`src/rtl/min_plus_counter_strategy_top_assert.svh`:
```
// Assertion macros for the min-plus counter-strategy block.
// Used by the top level only; no other dependencies.
`ifndef MIN_PLUS_COUNTER_STRATEGY_TOP_ASSERT_SVH
`define MIN_PLUS_COUNTER_STRATEGY_TOP_ASSERT_SVH
`ifndef SYNTH
`define MPCS_ASSERT_IMPLY(label, ante, cons) \
  label: assert property (@(posedge clk) disable iff (!rst_n) (ante) |-> (cons)) \
    else $error("mpcs assertion failed");
`define MPCS_ASSERT_NEXT(label, ante, cons) \
  label: assert property (@(posedge clk) disable iff (!rst_n) (ante) |=> (cons)) \
    else $error("mpcs assertion failed");
`else
`define MPCS_ASSERT_IMPLY(label, ante, cons)
`define MPCS_ASSERT_NEXT(label, ante, cons)
`endif
`endif

```
`src/rtl/mpcs_pkg.sv`:
```
// Shared types and constants of the min-plus counter-strategy block.
// No dependencies.
package mpcs_pkg;

  localparam int NODES_DEF       = 16;
  localparam int WEIGHT_BITS_DEF = 16;
  localparam int VALUE_BITS_DEF  = 48;

  localparam int CFG_IDX_BITS  = 2;
  localparam int CFG_DATA_BITS = 16;

  // Item kinds; the last code is unused and the block ignores it.
  localparam logic [1:0] KIND_EDGE   = 2'd0;
  localparam logic [1:0] KIND_CHOICE = 2'd1;
  localparam logic [1:0] KIND_RUN    = 2'd2;
  localparam logic [1:0] KIND_NONE   = 2'd3;

  // Configuration register indexes.
  localparam logic [CFG_IDX_BITS-1:0] REG_NODE_COUNT = 2'd0;
  localparam logic [CFG_IDX_BITS-1:0] REG_MAX_ITER   = 2'd1;

  typedef struct packed {
    logic [1:0]         kind;
    logic [5:0]         source_node;
    logic [5:0]         dest_node;
    logic signed [15:0] edge_weight;
    logic               edge_present;
  } in_t;

  typedef struct packed {
    logic [5:0]         node_index;
    logic signed [47:0] node_value;
    logic               value_infinite;
    logic [5:0]         counter_move;
    logic               has_move;
    logic               converged;
    logic               last;
  } out_t;

  // Control shared by every cell of the value ring.
  typedef struct packed {
    logic clear;
    logic shift;
    logic copy;
  } cell_ctrl_t;

endpackage

```
`src/rtl/mpcs_cell.sv`:
```
// One cell of the value ring: holds the current and next value of one node.
// Depends on mpcs_pkg.
module mpcs_cell #(
  parameter int VALUE_BITS = mpcs_pkg::VALUE_BITS_DEF
) (
  input  logic                         clk,
  input  logic                         rst_n,
  input  mpcs_pkg::cell_ctrl_t         ctrl,
  input  logic                         active,
  input  logic                         wr_en,
  input  logic signed [VALUE_BITS-1:0] wr_val,
  input  logic                         wr_inf,
  input  logic signed [VALUE_BITS-1:0] nb_val,
  input  logic                         nb_inf,
  output logic signed [VALUE_BITS-1:0] cur_val,
  output logic                         cur_inf,
  output logic                         diff
);

  logic signed [VALUE_BITS-1:0] cur_val_r, cur_val_nxt, vnext_val_r;
  logic                         cur_inf_r, cur_inf_nxt, vnext_inf_r;

  // Current value: cleared at run start, rotated during sweeps, updated at round end.
  always_comb begin
    cur_val_nxt = cur_val_r;
    cur_inf_nxt = cur_inf_r;
    if (ctrl.clear) begin
      cur_val_nxt = '0;
      cur_inf_nxt = 1'b0;
    end else if (ctrl.shift) begin
      cur_val_nxt = nb_val;
      cur_inf_nxt = nb_inf;
    end else if (ctrl.copy && active) begin
      cur_val_nxt = vnext_val_r;
      cur_inf_nxt = vnext_inf_r;
    end
  end

  always_ff @(posedge clk) begin
    if (!rst_n) begin
      cur_val_r <= '0;
      cur_inf_r <= 1'b0;
    end else begin
      cur_val_r <= cur_val_nxt;
      cur_inf_r <= cur_inf_nxt;
    end
  end

  // The next value is written once per round by the evaluator.
  always_ff @(posedge clk) begin
    if (wr_en) begin
      vnext_val_r <= wr_val;
      vnext_inf_r <= wr_inf;
    end
  end

  assign cur_val = cur_val_r;
  assign cur_inf = cur_inf_r;
  assign diff = active && ((vnext_inf_r != cur_inf_r) ||
                           (!cur_inf_r && (vnext_val_r != cur_val_r)));

endmodule

```
`config.mk`:
```
export PLATFORM = sky130hd
export DESIGN_NAME = mpcs_cell
export DESIGN_NICKNAME = d
export VERILOG_FILES = /design/src/rtl/min_plus_counter_strategy_top_assert.svh /design/src/rtl/mpcs_pkg.sv /design/src/rtl/mpcs_cell.sv
export SDC_FILE = /design/constraint.sdc
export NUM_CORES = 1
export LEC_CHECK = 0
export ABC_AREA = 1
export BUFFER_PORTS_ARGS = -buffer_cell sky130_fd_sc_hd__buf_2
export CAP_MARGIN = 5
export CORE_MARGIN = 2
export CORE_UTILIZATION = 43
export DETAILED_ROUTE_END_ITERATION = 8
export GPL_TIMING_DRIVEN = 0
export HOLD_SLACK_MARGIN = 0.08
export PLACE_DENSITY = 0.75
export SLEW_MARGIN = 40
export SYNTH_ARGS = -nofsm -noshare
export SYNTH_HDL_FRONTEND = slang
export SYNTH_SLANG_ARGS = --single-unit
```
`constraint.sdc`:
```
create_clock -name clk -period 1.3 [get_ports clk]
set_input_delay 0 -clock clk [delete_from_list [all_inputs] [get_ports clk]]
set_output_delay 0 -clock clk [all_outputs]
set_load 0.1 [all_outputs]
```
==> metrics.yaml <==
drt-pass1-iter-count: 5
syn_area_mm2: 0.00468
core_area_mm2: 0.0107
nFillCells: 886
fin_crit_sh_pct: 141
numCtsBuffers: 9
holdWs_ns: 0.203
synth_top_area_share_pct: 31.4
path_max_fanout: 3
die_h_um: 108
leakage_nw: 3.10
peakVddDrop_v: 0.000687
ys_ff_latch: 98
synth_ff_type: "edfxtp_1"
cts_tree: "done"
grt_setup_unrepaired: "true"
gp_congestion: 0.811
overflow: 0
h-tree-depth: 3
run_status: "finished, violations left"
clkTransAtPathRegs_ns: 0.09
async_reset_ff_share_pct: 0
clkSinkCount: 98
layout-drive-gt1-share_pct: 33.9
synth_xor_area_share_pct: 1.87
io_buffers: 153
syn-instance-count: 561
cellPowerDensity_mw_per_mm2: 976
p_total_w: 0.00684
detailed_place_hpwl_um: 9420
clock_skew_ns: 0.00479
crit_required_ns: 1.30
finalHoldViolCount: 0
die-area_mm2: 0.0117
fin_ws_ns: -0.527
dpl_cell_area_mm2: 0.00581
arrival_ns: 1.83
grt_usage_pct: 25.8
grt_max_degree: 50
synth_edf_count: 49
grt_pass1_wl_um: 23000
synth_fa_ha_area_share_pct: 0
setup-violations-final: 1
initial_utilization_pct: 43.6
final.setup.tns_ns: -0.527
yosysMostFrequentCell: "nand2_1"
finalNetCount: 931
synth_top_family_by_area: "simple AND/OR/NAND/NOR gates"
rows: 38
slew_viol_final: 0
first_iter_violations: 378
antenna_found_initial: 0
clkLatencyLatePin_ns: 0.37
synth_compound_area_share_pct: 9.84
failed_checks: "negative setup slack"
via_per_inst: 4.89
die_width_um: 108
vias: 4751
drv_cap: 0
grt_pass1_vias: 4787
ys_types: 24
synth_largest_area_cell: "edfxtp_1"
hp-class: "in2reg"
wl_per_cell_um: 15.3
postRouteAntennaNets: 0
startpoint_type: "flip-flop"
fin_crit_ns: 1.83
drt-total-wl_um: 14800
syn_to_final_growth_pct: 49.7
yosysSeqAreaShare_pct: 52.4
drc: 0
multiInputGateArea_mm2: 0.00181
post-route-cell-area_mm2: 0.00701
synth_area_leaders: "edfxtp_1 31%, dfxtp_1 21%, nand2_1 14%"
synth_nets: 666
fmax_ghz: 0.547
register_area_mm2: 0.00263
netlist_top_cells_count: "172 x nand2_1, 73 x inv_1, 49 x dfxtp_1, 49 x edfxtp_1, 42 x nor2_1"
yosys_warnings: 0
crit_path_end_kind: "primary output"
clockRootBuffer: "clkbuf_8"
clockBufferDepth: 2
syn_area_per_cell_um2: 8.34
io-pin-count: 155
synthSimpleGateAreaFrac_pct: 26.1
critical_path_class: "reg2out"
slew-limit-headroom_pct: 51.6
post-place-ws_ns: -0.257
antenna_cells: 0
worstMarginPinSlew_ns: 0.726
muxShareOfSynthArea_pct: 0
through the flow:
step,std cells,utilization (%)
after global placement,854,54.1
after global routing,971,65.2
after detailed placement,854,54.1
final,971,65.2
after floorplan,561,-
after CTS,969,64.9
critical path, cell delays in order, from the launching register on:
cell and delay (ns):
edfxtp_1 0.44, nor2_1 0.11, nor2_1 0.06, nor2_1 0.12, nand2_1 0.13, nor2_1 0.13, nand2_1 0.07, nor2_2 0.14
a21oi_4 0.08, buf_12 0.18
where the power goes:
part / switching [W] / leakage (nW) / internal [W]
registers: 0.000137 / 0.914 / 0.00339
clock network: 0.00103 / 0.0734 / 0.000698
logic: 0.00100 / 2.11 / 0.000591
cells by family (layout without fill, tap and decap cells):
logic type             count (synthesis)  count (layout)
AND/OR/NAND/NOR                      281             281
buffers and inverters                100             370
flip-flops                            98              98
AO/OA/AOI/OAI                         72              72
XOR/XNOR                              10              10
layer usage:
layer / share of wire [%] / track usage, % / wire (um) / up-vias
li1: - / - / - / 2338
met1: 42 / 31.7 / 6290 / 2233
met2: 51 / 45.7 / 7510 / 165
met3: 5.7 / 4.88 / 853 / 15
met4: 1.3 / 8.52 / 191 / 0
met5: 0 / 0 / 0 / -
repair_timing:
| action | 4_1_cts | 5_1_grt |
|---|---|---|
| pin swaps | 1 | 8 |
| endpoints found under the hold margin | 98 | 0 |
| hold buffers | 99 | 0 |
| gates resized for setup | 5 | 8 |
| endpoints found under the setup margin | 1 | 1 |
| buffers inserted | 0 | 2 |
layout by cell type (no fill, tap or decap), types with 3 or more instances in the layout:
cell             n
dfxtp_2          4
nand2_1        171
nor2_1          38
clkbuf_1         8
nand3_1         31
buf_6            6
dlygate4sd3_1   99
clkbuf_8         9
inv_2            4
a31oi_1         20
edfxtp_1        49
a21oi_1         38
xnor2_1          8
nor3_2          10
buf_2          166
nor3_1           9
buf_4            5
a31oi_2         10
nor2_2           4
dfxtp_4         45
nand2_2         12
nand4_1          3
inv_1           70
final cells by class:
type,count,area share [%]
Sequential cell,98,37.5
Multi-Input combinational cell,363,25.8
Timing Repair Buffer,254,25.5
Inverter,74,3.96
Buffer,26,2.57
Tap cell,140,2.50
Clock buffer,15,2.09
Clock inverter,1,0.0536
path summary, 6_finish.rpt:
kind,slack [ns],endpoint,startpoint,depth (start not counted)
setup / recovery,-0.53,diff,vnext_val_r[28]$_DFFE_PP_,9
hold / removal,0.20,cur_val[43]$_SDFFE_PP0P_,rst_n,4
setup reg to reg,0.41,cur_val[40]$_SDFFE_PP0P_,vnext_val_r[40]$_DFFE_PP_,4
hold reg to reg,0.49,cur_val[39]$_SDFFE_PP0P_,cur_val[39]$_SDFFE_PP0P_,2
sequential cells by signal (all words and copies together), names as in the netlist:
| signal | count |
|---|---|
| cur_val | 48 |
| cur_inf | 1 |
| vnext_val_r | 48 |
| vnext_inf_r | 1 |
Power figures use the tool's default switching activity.
