<file path="src/rtl/min_plus_counter_strategy_top_assert.svh">
// Assertion macros for the min-plus counter-strategy block.
// Used by the top level only; no other dependencies.
`ifndef MIN_PLUS_COUNTER_STRATEGY_TOP_ASSERT_SVH
`define MIN_PLUS_COUNTER_STRATEGY_TOP_ASSERT_SVH
`ifndef SYNTH
`define MPCS_ASSERT_IMPLY(label, ante, cons) \
  label: assert property (@(posedge clk) disable iff (!rst_n) (ante) |-> (cons)) \
    else $error("mpcs assertion failed");
`define MPCS_ASSERT_NEXT(label, ante, cons) \
  label: assert property (@(posedge clk) disable iff (!rst_n) (ante) |=> (cons)) \
    else $error("mpcs assertion failed");
`else
`define MPCS_ASSERT_IMPLY(label, ante, cons)
`define MPCS_ASSERT_NEXT(label, ante, cons)
`endif
`endif

</file>
<file path="src/rtl/mpcs_pkg.sv">
// Shared types and constants of the min-plus counter-strategy block.
// No dependencies.
package mpcs_pkg;

  localparam int NODES_DEF       = 16;
  localparam int WEIGHT_BITS_DEF = 16;
  localparam int VALUE_BITS_DEF  = 48;

  localparam int CFG_IDX_BITS  = 2;
  localparam int CFG_DATA_BITS = 16;

  // Item kinds; the last code is unused and the block ignores it.
  localparam logic [1:0] KIND_EDGE   = 2'd0;
  localparam logic [1:0] KIND_CHOICE = 2'd1;
  localparam logic [1:0] KIND_RUN    = 2'd2;
  localparam logic [1:0] KIND_NONE   = 2'd3;

  // Configuration register indexes.
  localparam logic [CFG_IDX_BITS-1:0] REG_NODE_COUNT = 2'd0;
  localparam logic [CFG_IDX_BITS-1:0] REG_MAX_ITER   = 2'd1;

  typedef struct packed {
    logic [1:0]         kind;
    logic [5:0]         source_node;
    logic [5:0]         dest_node;
    logic signed [15:0] edge_weight;
    logic               edge_present;
  } in_t;

  typedef struct packed {
    logic [5:0]         node_index;
    logic signed [47:0] node_value;
    logic               value_infinite;
    logic [5:0]         counter_move;
    logic               has_move;
    logic               converged;
    logic               last;
  } out_t;

  // Control shared by every cell of the value ring.
  typedef struct packed {
    logic clear;
    logic shift;
    logic copy;
  } cell_ctrl_t;

endpackage

</file>
<file path="src/rtl/mpcs_wmem.sv">
// Edge memory: one word per node pair holding a valid flag and a weight.
// Cleared by a sweep after reset. Depends on mpcs_pkg for defaults.
module mpcs_wmem #(
  parameter int NODES       = mpcs_pkg::NODES_DEF,
  parameter int WEIGHT_BITS = mpcs_pkg::WEIGHT_BITS_DEF,
  localparam int DEPTH      = NODES * NODES,
  localparam int AB         = $clog2(DEPTH)
) (
  input  logic                          clk,
  input  logic                          rst_n,
  input  logic                          wr_en,
  input  logic [AB-1:0]                 wr_addr,
  input  logic                          wr_valid,
  input  logic signed [WEIGHT_BITS-1:0] wr_weight,
  input  logic [AB-1:0]                 rd_addr,
  output logic                          rd_valid,
  output logic signed [WEIGHT_BITS-1:0] rd_weight,
  output logic                          clearing
);

  logic [WEIGHT_BITS:0] mem [DEPTH];
  logic [WEIGHT_BITS:0] rd_q_r;
  logic [AB-1:0]        clr_addr_r;
  logic                 clearing_r;
  logic                 we;
  logic [AB-1:0]        wa;
  logic [WEIGHT_BITS:0] wd;

  // Clear sweep walks every entry once after reset.
  always_ff @(posedge clk) begin
    if (!rst_n) begin
      clearing_r <= 1'b1;
      clr_addr_r <= '0;
    end else if (clearing_r) begin
      clr_addr_r <= clr_addr_r + 1'b1;
      if (clr_addr_r == AB'(DEPTH - 1)) begin
        clearing_r <= 1'b0;
      end
    end
  end

  // Single write port, shared between the clear sweep and edge writes.
  always_comb begin
    we = wr_en;
    wa = wr_addr;
    wd = {wr_valid, wr_weight};
    if (clearing_r) begin
      we = 1'b1;
      wa = clr_addr_r;
      wd = '0;
    end
  end

  always_ff @(posedge clk) begin
    if (we) begin
      mem[wa] <= wd;
    end
    rd_q_r <= mem[rd_addr];
  end

  assign rd_valid  = rd_q_r[WEIGHT_BITS];
  assign rd_weight = signed'(rd_q_r[WEIGHT_BITS-1:0]);
  assign clearing  = clearing_r;

endmodule

</file>
<file path="config.mk">
export PLATFORM = sky130hd
export DESIGN_NAME = mpcs_wmem
export DESIGN_NICKNAME = d
export VERILOG_FILES = /design/src/rtl/min_plus_counter_strategy_top_assert.svh /design/src/rtl/mpcs_pkg.sv /design/src/rtl/mpcs_wmem.sv
export SDC_FILE = /design/constraint.sdc
export NUM_CORES = 2
export LEC_CHECK = 0
export BUFFER_PORTS_ARGS = -buffer_cell sky130_fd_sc_hd__buf_2
export CAP_MARGIN = 40
export CORE_UTILIZATION = 30
export DETAILED_ROUTE_END_ITERATION = 6
export GPL_ROUTABILITY_DRIVEN = 0
export PLACE_DENSITY_LB_ADDON = 0.1
export SYNTH_ARGS = -nofsm -noshare
export SYNTH_HDL_FRONTEND = slang
export SYNTH_MEMORY_MAX_BITS = 65536
export SYNTH_SLANG_ARGS = --single-unit
</file>
<file path="constraint.sdc">
create_clock -name clk -period 33.3 [get_ports clk]
set_input_delay 9.99 -clock clk [delete_from_list [all_inputs] [get_ports clk]]
set_output_delay 9.99 -clock clk [all_outputs]
set_load 0.05 [all_outputs]
</file>
==> summary.txt <==
Delay of the slowest critical-path stage: 0.66 ns
Asr flop ratio synth: 0
Detail Placement HPWL: 334,200 um
Slew margin rel.: -0.09878
Layout overhead on the synthesized area: 17.50%
Slowest stage cell, crit path: sky130_fd_sc_hd__buf_4
Commonest cells in the netlist: sky130_fd_sc_hd__edfxtp_1 (4,352), sky130_fd_sc_hd__mux4_2 (868), sky130_fd_sc_hd__mux2i_1 (531)
Maximum fanout count along the critical path: 91
Count of hold buffers inserted by post-cts repair: 0
Area of the mapped netlist: 168,200 um2
Buffer cell driving the clock tree root: sky130_fd_sc_hd__clkbuf_16
Cell Rows: 274
Vertical die dimension: 750.8 um
Wire length per cell after detailed routing: 33.97 um
Filler cell count in the final layout: 51,541
Slew of the pin with the lowest slew margin: 1.648 ns
Worst clock skew on the final layout: 0.1018 ns
GRT overflow: 0
DRT Wirelength: 551,700 um
Setup violations, final: 0
Family with the most delay on the worst path: buffers and inverters
Final count of pins violating max slew: 80
Antenna violations before repair: 46
Kind of start point of the critical path: primary input
Antenna Nets Post-Route: 0
Number of maximum-capacitance constraint violations: 0
Power density cells: 58.72 nW/um2
Post-synthesis sequential element count: 4,378
Hold violation total from the final report: 0
Top area cells in the synthesized netlist: sky130_fd_sc_hd__edfxtp_1 (78%), sky130_fd_sc_hd__mux4_2 (12%), sky130_fd_sc_hd__mux2i_1 (3.2%)
Critical path's most frequent cell: sky130_fd_sc_hd__buf_4
Arrival time worst endpoint: 16.48 ns
Instance count of the mapped netlist: 7,739
H-tree levels: 5
Most common flop cell mapped by yosys: sky130_fd_sc_hd__edfxtp_1
Netlist cell types: 54
Number of flops mapped to enable cells by yosys: 4,352
Total via count after detailed routing: 83,600
Pin count of the biggest net entering global routing: 189
Final-stage net count: 8,407
Worst Setup End Kind: flop
Maximum vdd ir drop: 46.91 uV
Internal reg-to-reg setup slack: 29.08 ns
Pre-CTS setup slack: 16.51 ns
Leakage Power: 0.06257 uW
Global-route wire length before repair: 749,900 um
Aggregate negative setup slack: 0 ns
Cts repair resizes: 0
Detailed Route Iter0 Violations: 8,575
Maximum frequency from static timing analysis: 0.06432 GHz
Area occupied by multi-input gates: 35,600 um2
Sequential fraction of the synthesis area: 0.7800
Share of layout cells above drive strength 1: 0.2809
Share of Yosys cell area claimed by the top area cell type: 0.7769
Worst-path cell chain: buf_12, buf_4, buf_4, buf_12, buf_12, buf_4, buf_16, buf_4, mux2i_1, o221ai_1, a21oi_1, nor3_1, nand4_1, nor4_2
Final critical delay including setup and external delays: 15.55 ns
Number of sinks driven by the clock tree: 4,378
Storage element area: 131,200 um2
Yosys Warn Count: 0
Post-detailed-route via-to-cell ratio: 5.147
DRC violation count after routing: 0
Port buffer count: 53
Critical Setup Path Class: primary input to flop
Total routing usage reported by global routing: 0.1920
Clock tree from TritonCTS: built
Area of the core: 557,800 um2
Post-CTS repair timing setup buffer count: 0
Via count of the first global-routing pass: 85,352
Worst Path Buf+Inv: 8
Number of buffers on the longest clock path: 4
Share of the clock period used by the worst path after layout: 0.4669
Worst hold-check path type: flop to flop
Data required time of the worst path: 34.23 ns
Setup WS post-layout: 17.75 ns
Setup repair after global routing missed its margin: false
Clock network latency to the later pin of the worst-skew pair: 1.06 ns
Leading area contributor after synthesis: sky130_fd_sc_hd__edfxtp_1
Failing checks: max-slew violations
Run status: finished with violations
Die X: 750.8 um
Most repeated cell in the gate-level netlist after synthesis: sky130_fd_sc_hd__edfxtp_1
Clock-pin slew reported for the worst setup and hold paths after clock tree synthesis: 0.06 ns
CTS Buf Count: 476
Number of nets in the synthesized netlist: 7,776
Average size of a mapped cell: 21.74 um2
Worst hold slack: 0.5733 ns
Die area: 563,700 um2
Length of the first detailed-routing pass in iterations: 5
Effective utilization at floorplan: 0.3016
Top Ports: 54
## flip-flops by register name (all words and copies together), names as in the netlist
register and flops:
clearing 1, mem 4352, clr_addr_r 8, rd_q_r 17
## cells by family after synthesis
| family | synth area share |
|---|---|
| multiplexers | 0.1478 |
| buffers and inverters | 0.01696 |
| adder cells (fa/ha/maj) | 0.00007437 |
| flip-flops | 0.7800 |
| AO/OA/AOI/OAI | 0.03730 |
| XOR/XNOR | 0.0001562 |
| AND/OR/NAND/NOR | 0.01769 |
## worst min-delay path: stages (launching register included)
cell and delay [ns]:
sky130_fd_sc_hd__dfxtp_1 0.36, sky130_fd_sc_hd__nand2b_1 0.09, sky130_fd_sc_hd__a21boi_0 0.07
## report_power, final
group / switching, uW / internal (uW) / leakage [uW] / total, uW
sequential: 14.1 / 5980 / 0.0406 / 5990
clock: 2230 / 2870 / 0.00720 / 5100
combinational: 329 / 186 / 0.0148 / 515
total: 2570 / 9030 / 0.0626 / 11600
## metal layers
layer | track usage | up-vias | wire length [um]
met2 | 0.3196 | 2486 | 267300
met1 | 0.2697 | 46173 | 242800
met3 | 0.02545 | 579 | 29470
li1 | - | 34362 | -
met5 | 0 | - | 0
met4 | 0.04092 | 0 | 12150
## cell type report
type | count | share of cell area
well taps | 7452 | 0.04718
flip-flops and latches | 4378 | 0.6639
inverters | 11 | 0.0002596
repair buffers | 623 | 0.03315
clock inverters | 265 | 0.01163
diodes | 23 | 0.0002912
multi-input cells | 2880 | 0.1801
clock buffers | 610 | 0.06350
## worst paths after layout
path                              startpoint                          to  cells past startpoint
setup / recovery                  rd_addr[0]           rd_q_r[5]$_DFF_P_                     14
hold / removal    clr_addr_r[0]$_SDFFE_PN0P_  clr_addr_r[0]$_SDFFE_PN0P_                      2
setup reg to reg         clearing$_SDFF_PN1_      mem[193][12]$_DFFE_PP_                      8
hold reg to reg   clr_addr_r[0]$_SDFFE_PN0P_  clr_addr_r[0]$_SDFFE_PN0P_                      2
## layout by cell type, fill, tap and decap left out, types with 47 or more instances in the layout
cell type,instances
sky130_fd_sc_hd__clkbuf_1,125
sky130_fd_sc_hd__mux2i_1,531
sky130_fd_sc_hd__clkinv_1,120
sky130_fd_sc_hd__a21oi_1,127
sky130_fd_sc_hd__clkinv_2,74
sky130_fd_sc_hd__buf_4,399
sky130_fd_sc_hd__o22ai_1,156
sky130_fd_sc_hd__o221ai_1,192
sky130_fd_sc_hd__nor3_1,98
sky130_fd_sc_hd__edfxtp_1,4352
sky130_fd_sc_hd__nor2_4,73
sky130_fd_sc_hd__nand2_1,60
sky130_fd_sc_hd__a22oi_1,97
sky130_fd_sc_hd__buf_16,60
sky130_fd_sc_hd__mux4_2,868
sky130_fd_sc_hd__clkbuf_16,480
sky130_fd_sc_hd__buf_2,75
sky130_fd_sc_hd__o21ai_0,47
sky130_fd_sc_hd__buf_12,56
sky130_fd_sc_hd__a221oi_1,70
sky130_fd_sc_hd__nor2_2,162
sky130_fd_sc_hd__a22o_1,58
sky130_fd_sc_hd__nor2_1,58
## metrics by stage
stage / instances / util / area (um2) / power (uW)
after floorplan: 7739 / - / 168200 / 6396
after global placement: 15155 / 0.3217 / 179500 / 6617
after detailed placement: 15335 / 0.3272 / 182500 / 6636
after CTS: 16210 / 0.3538 / 197400 / 11740
after global routing: 16220 / 0.3542 / 197600 / 11930
final: 16242 / 0.3543 / 197600 / 11600
(Power assumes the default switching activity.)
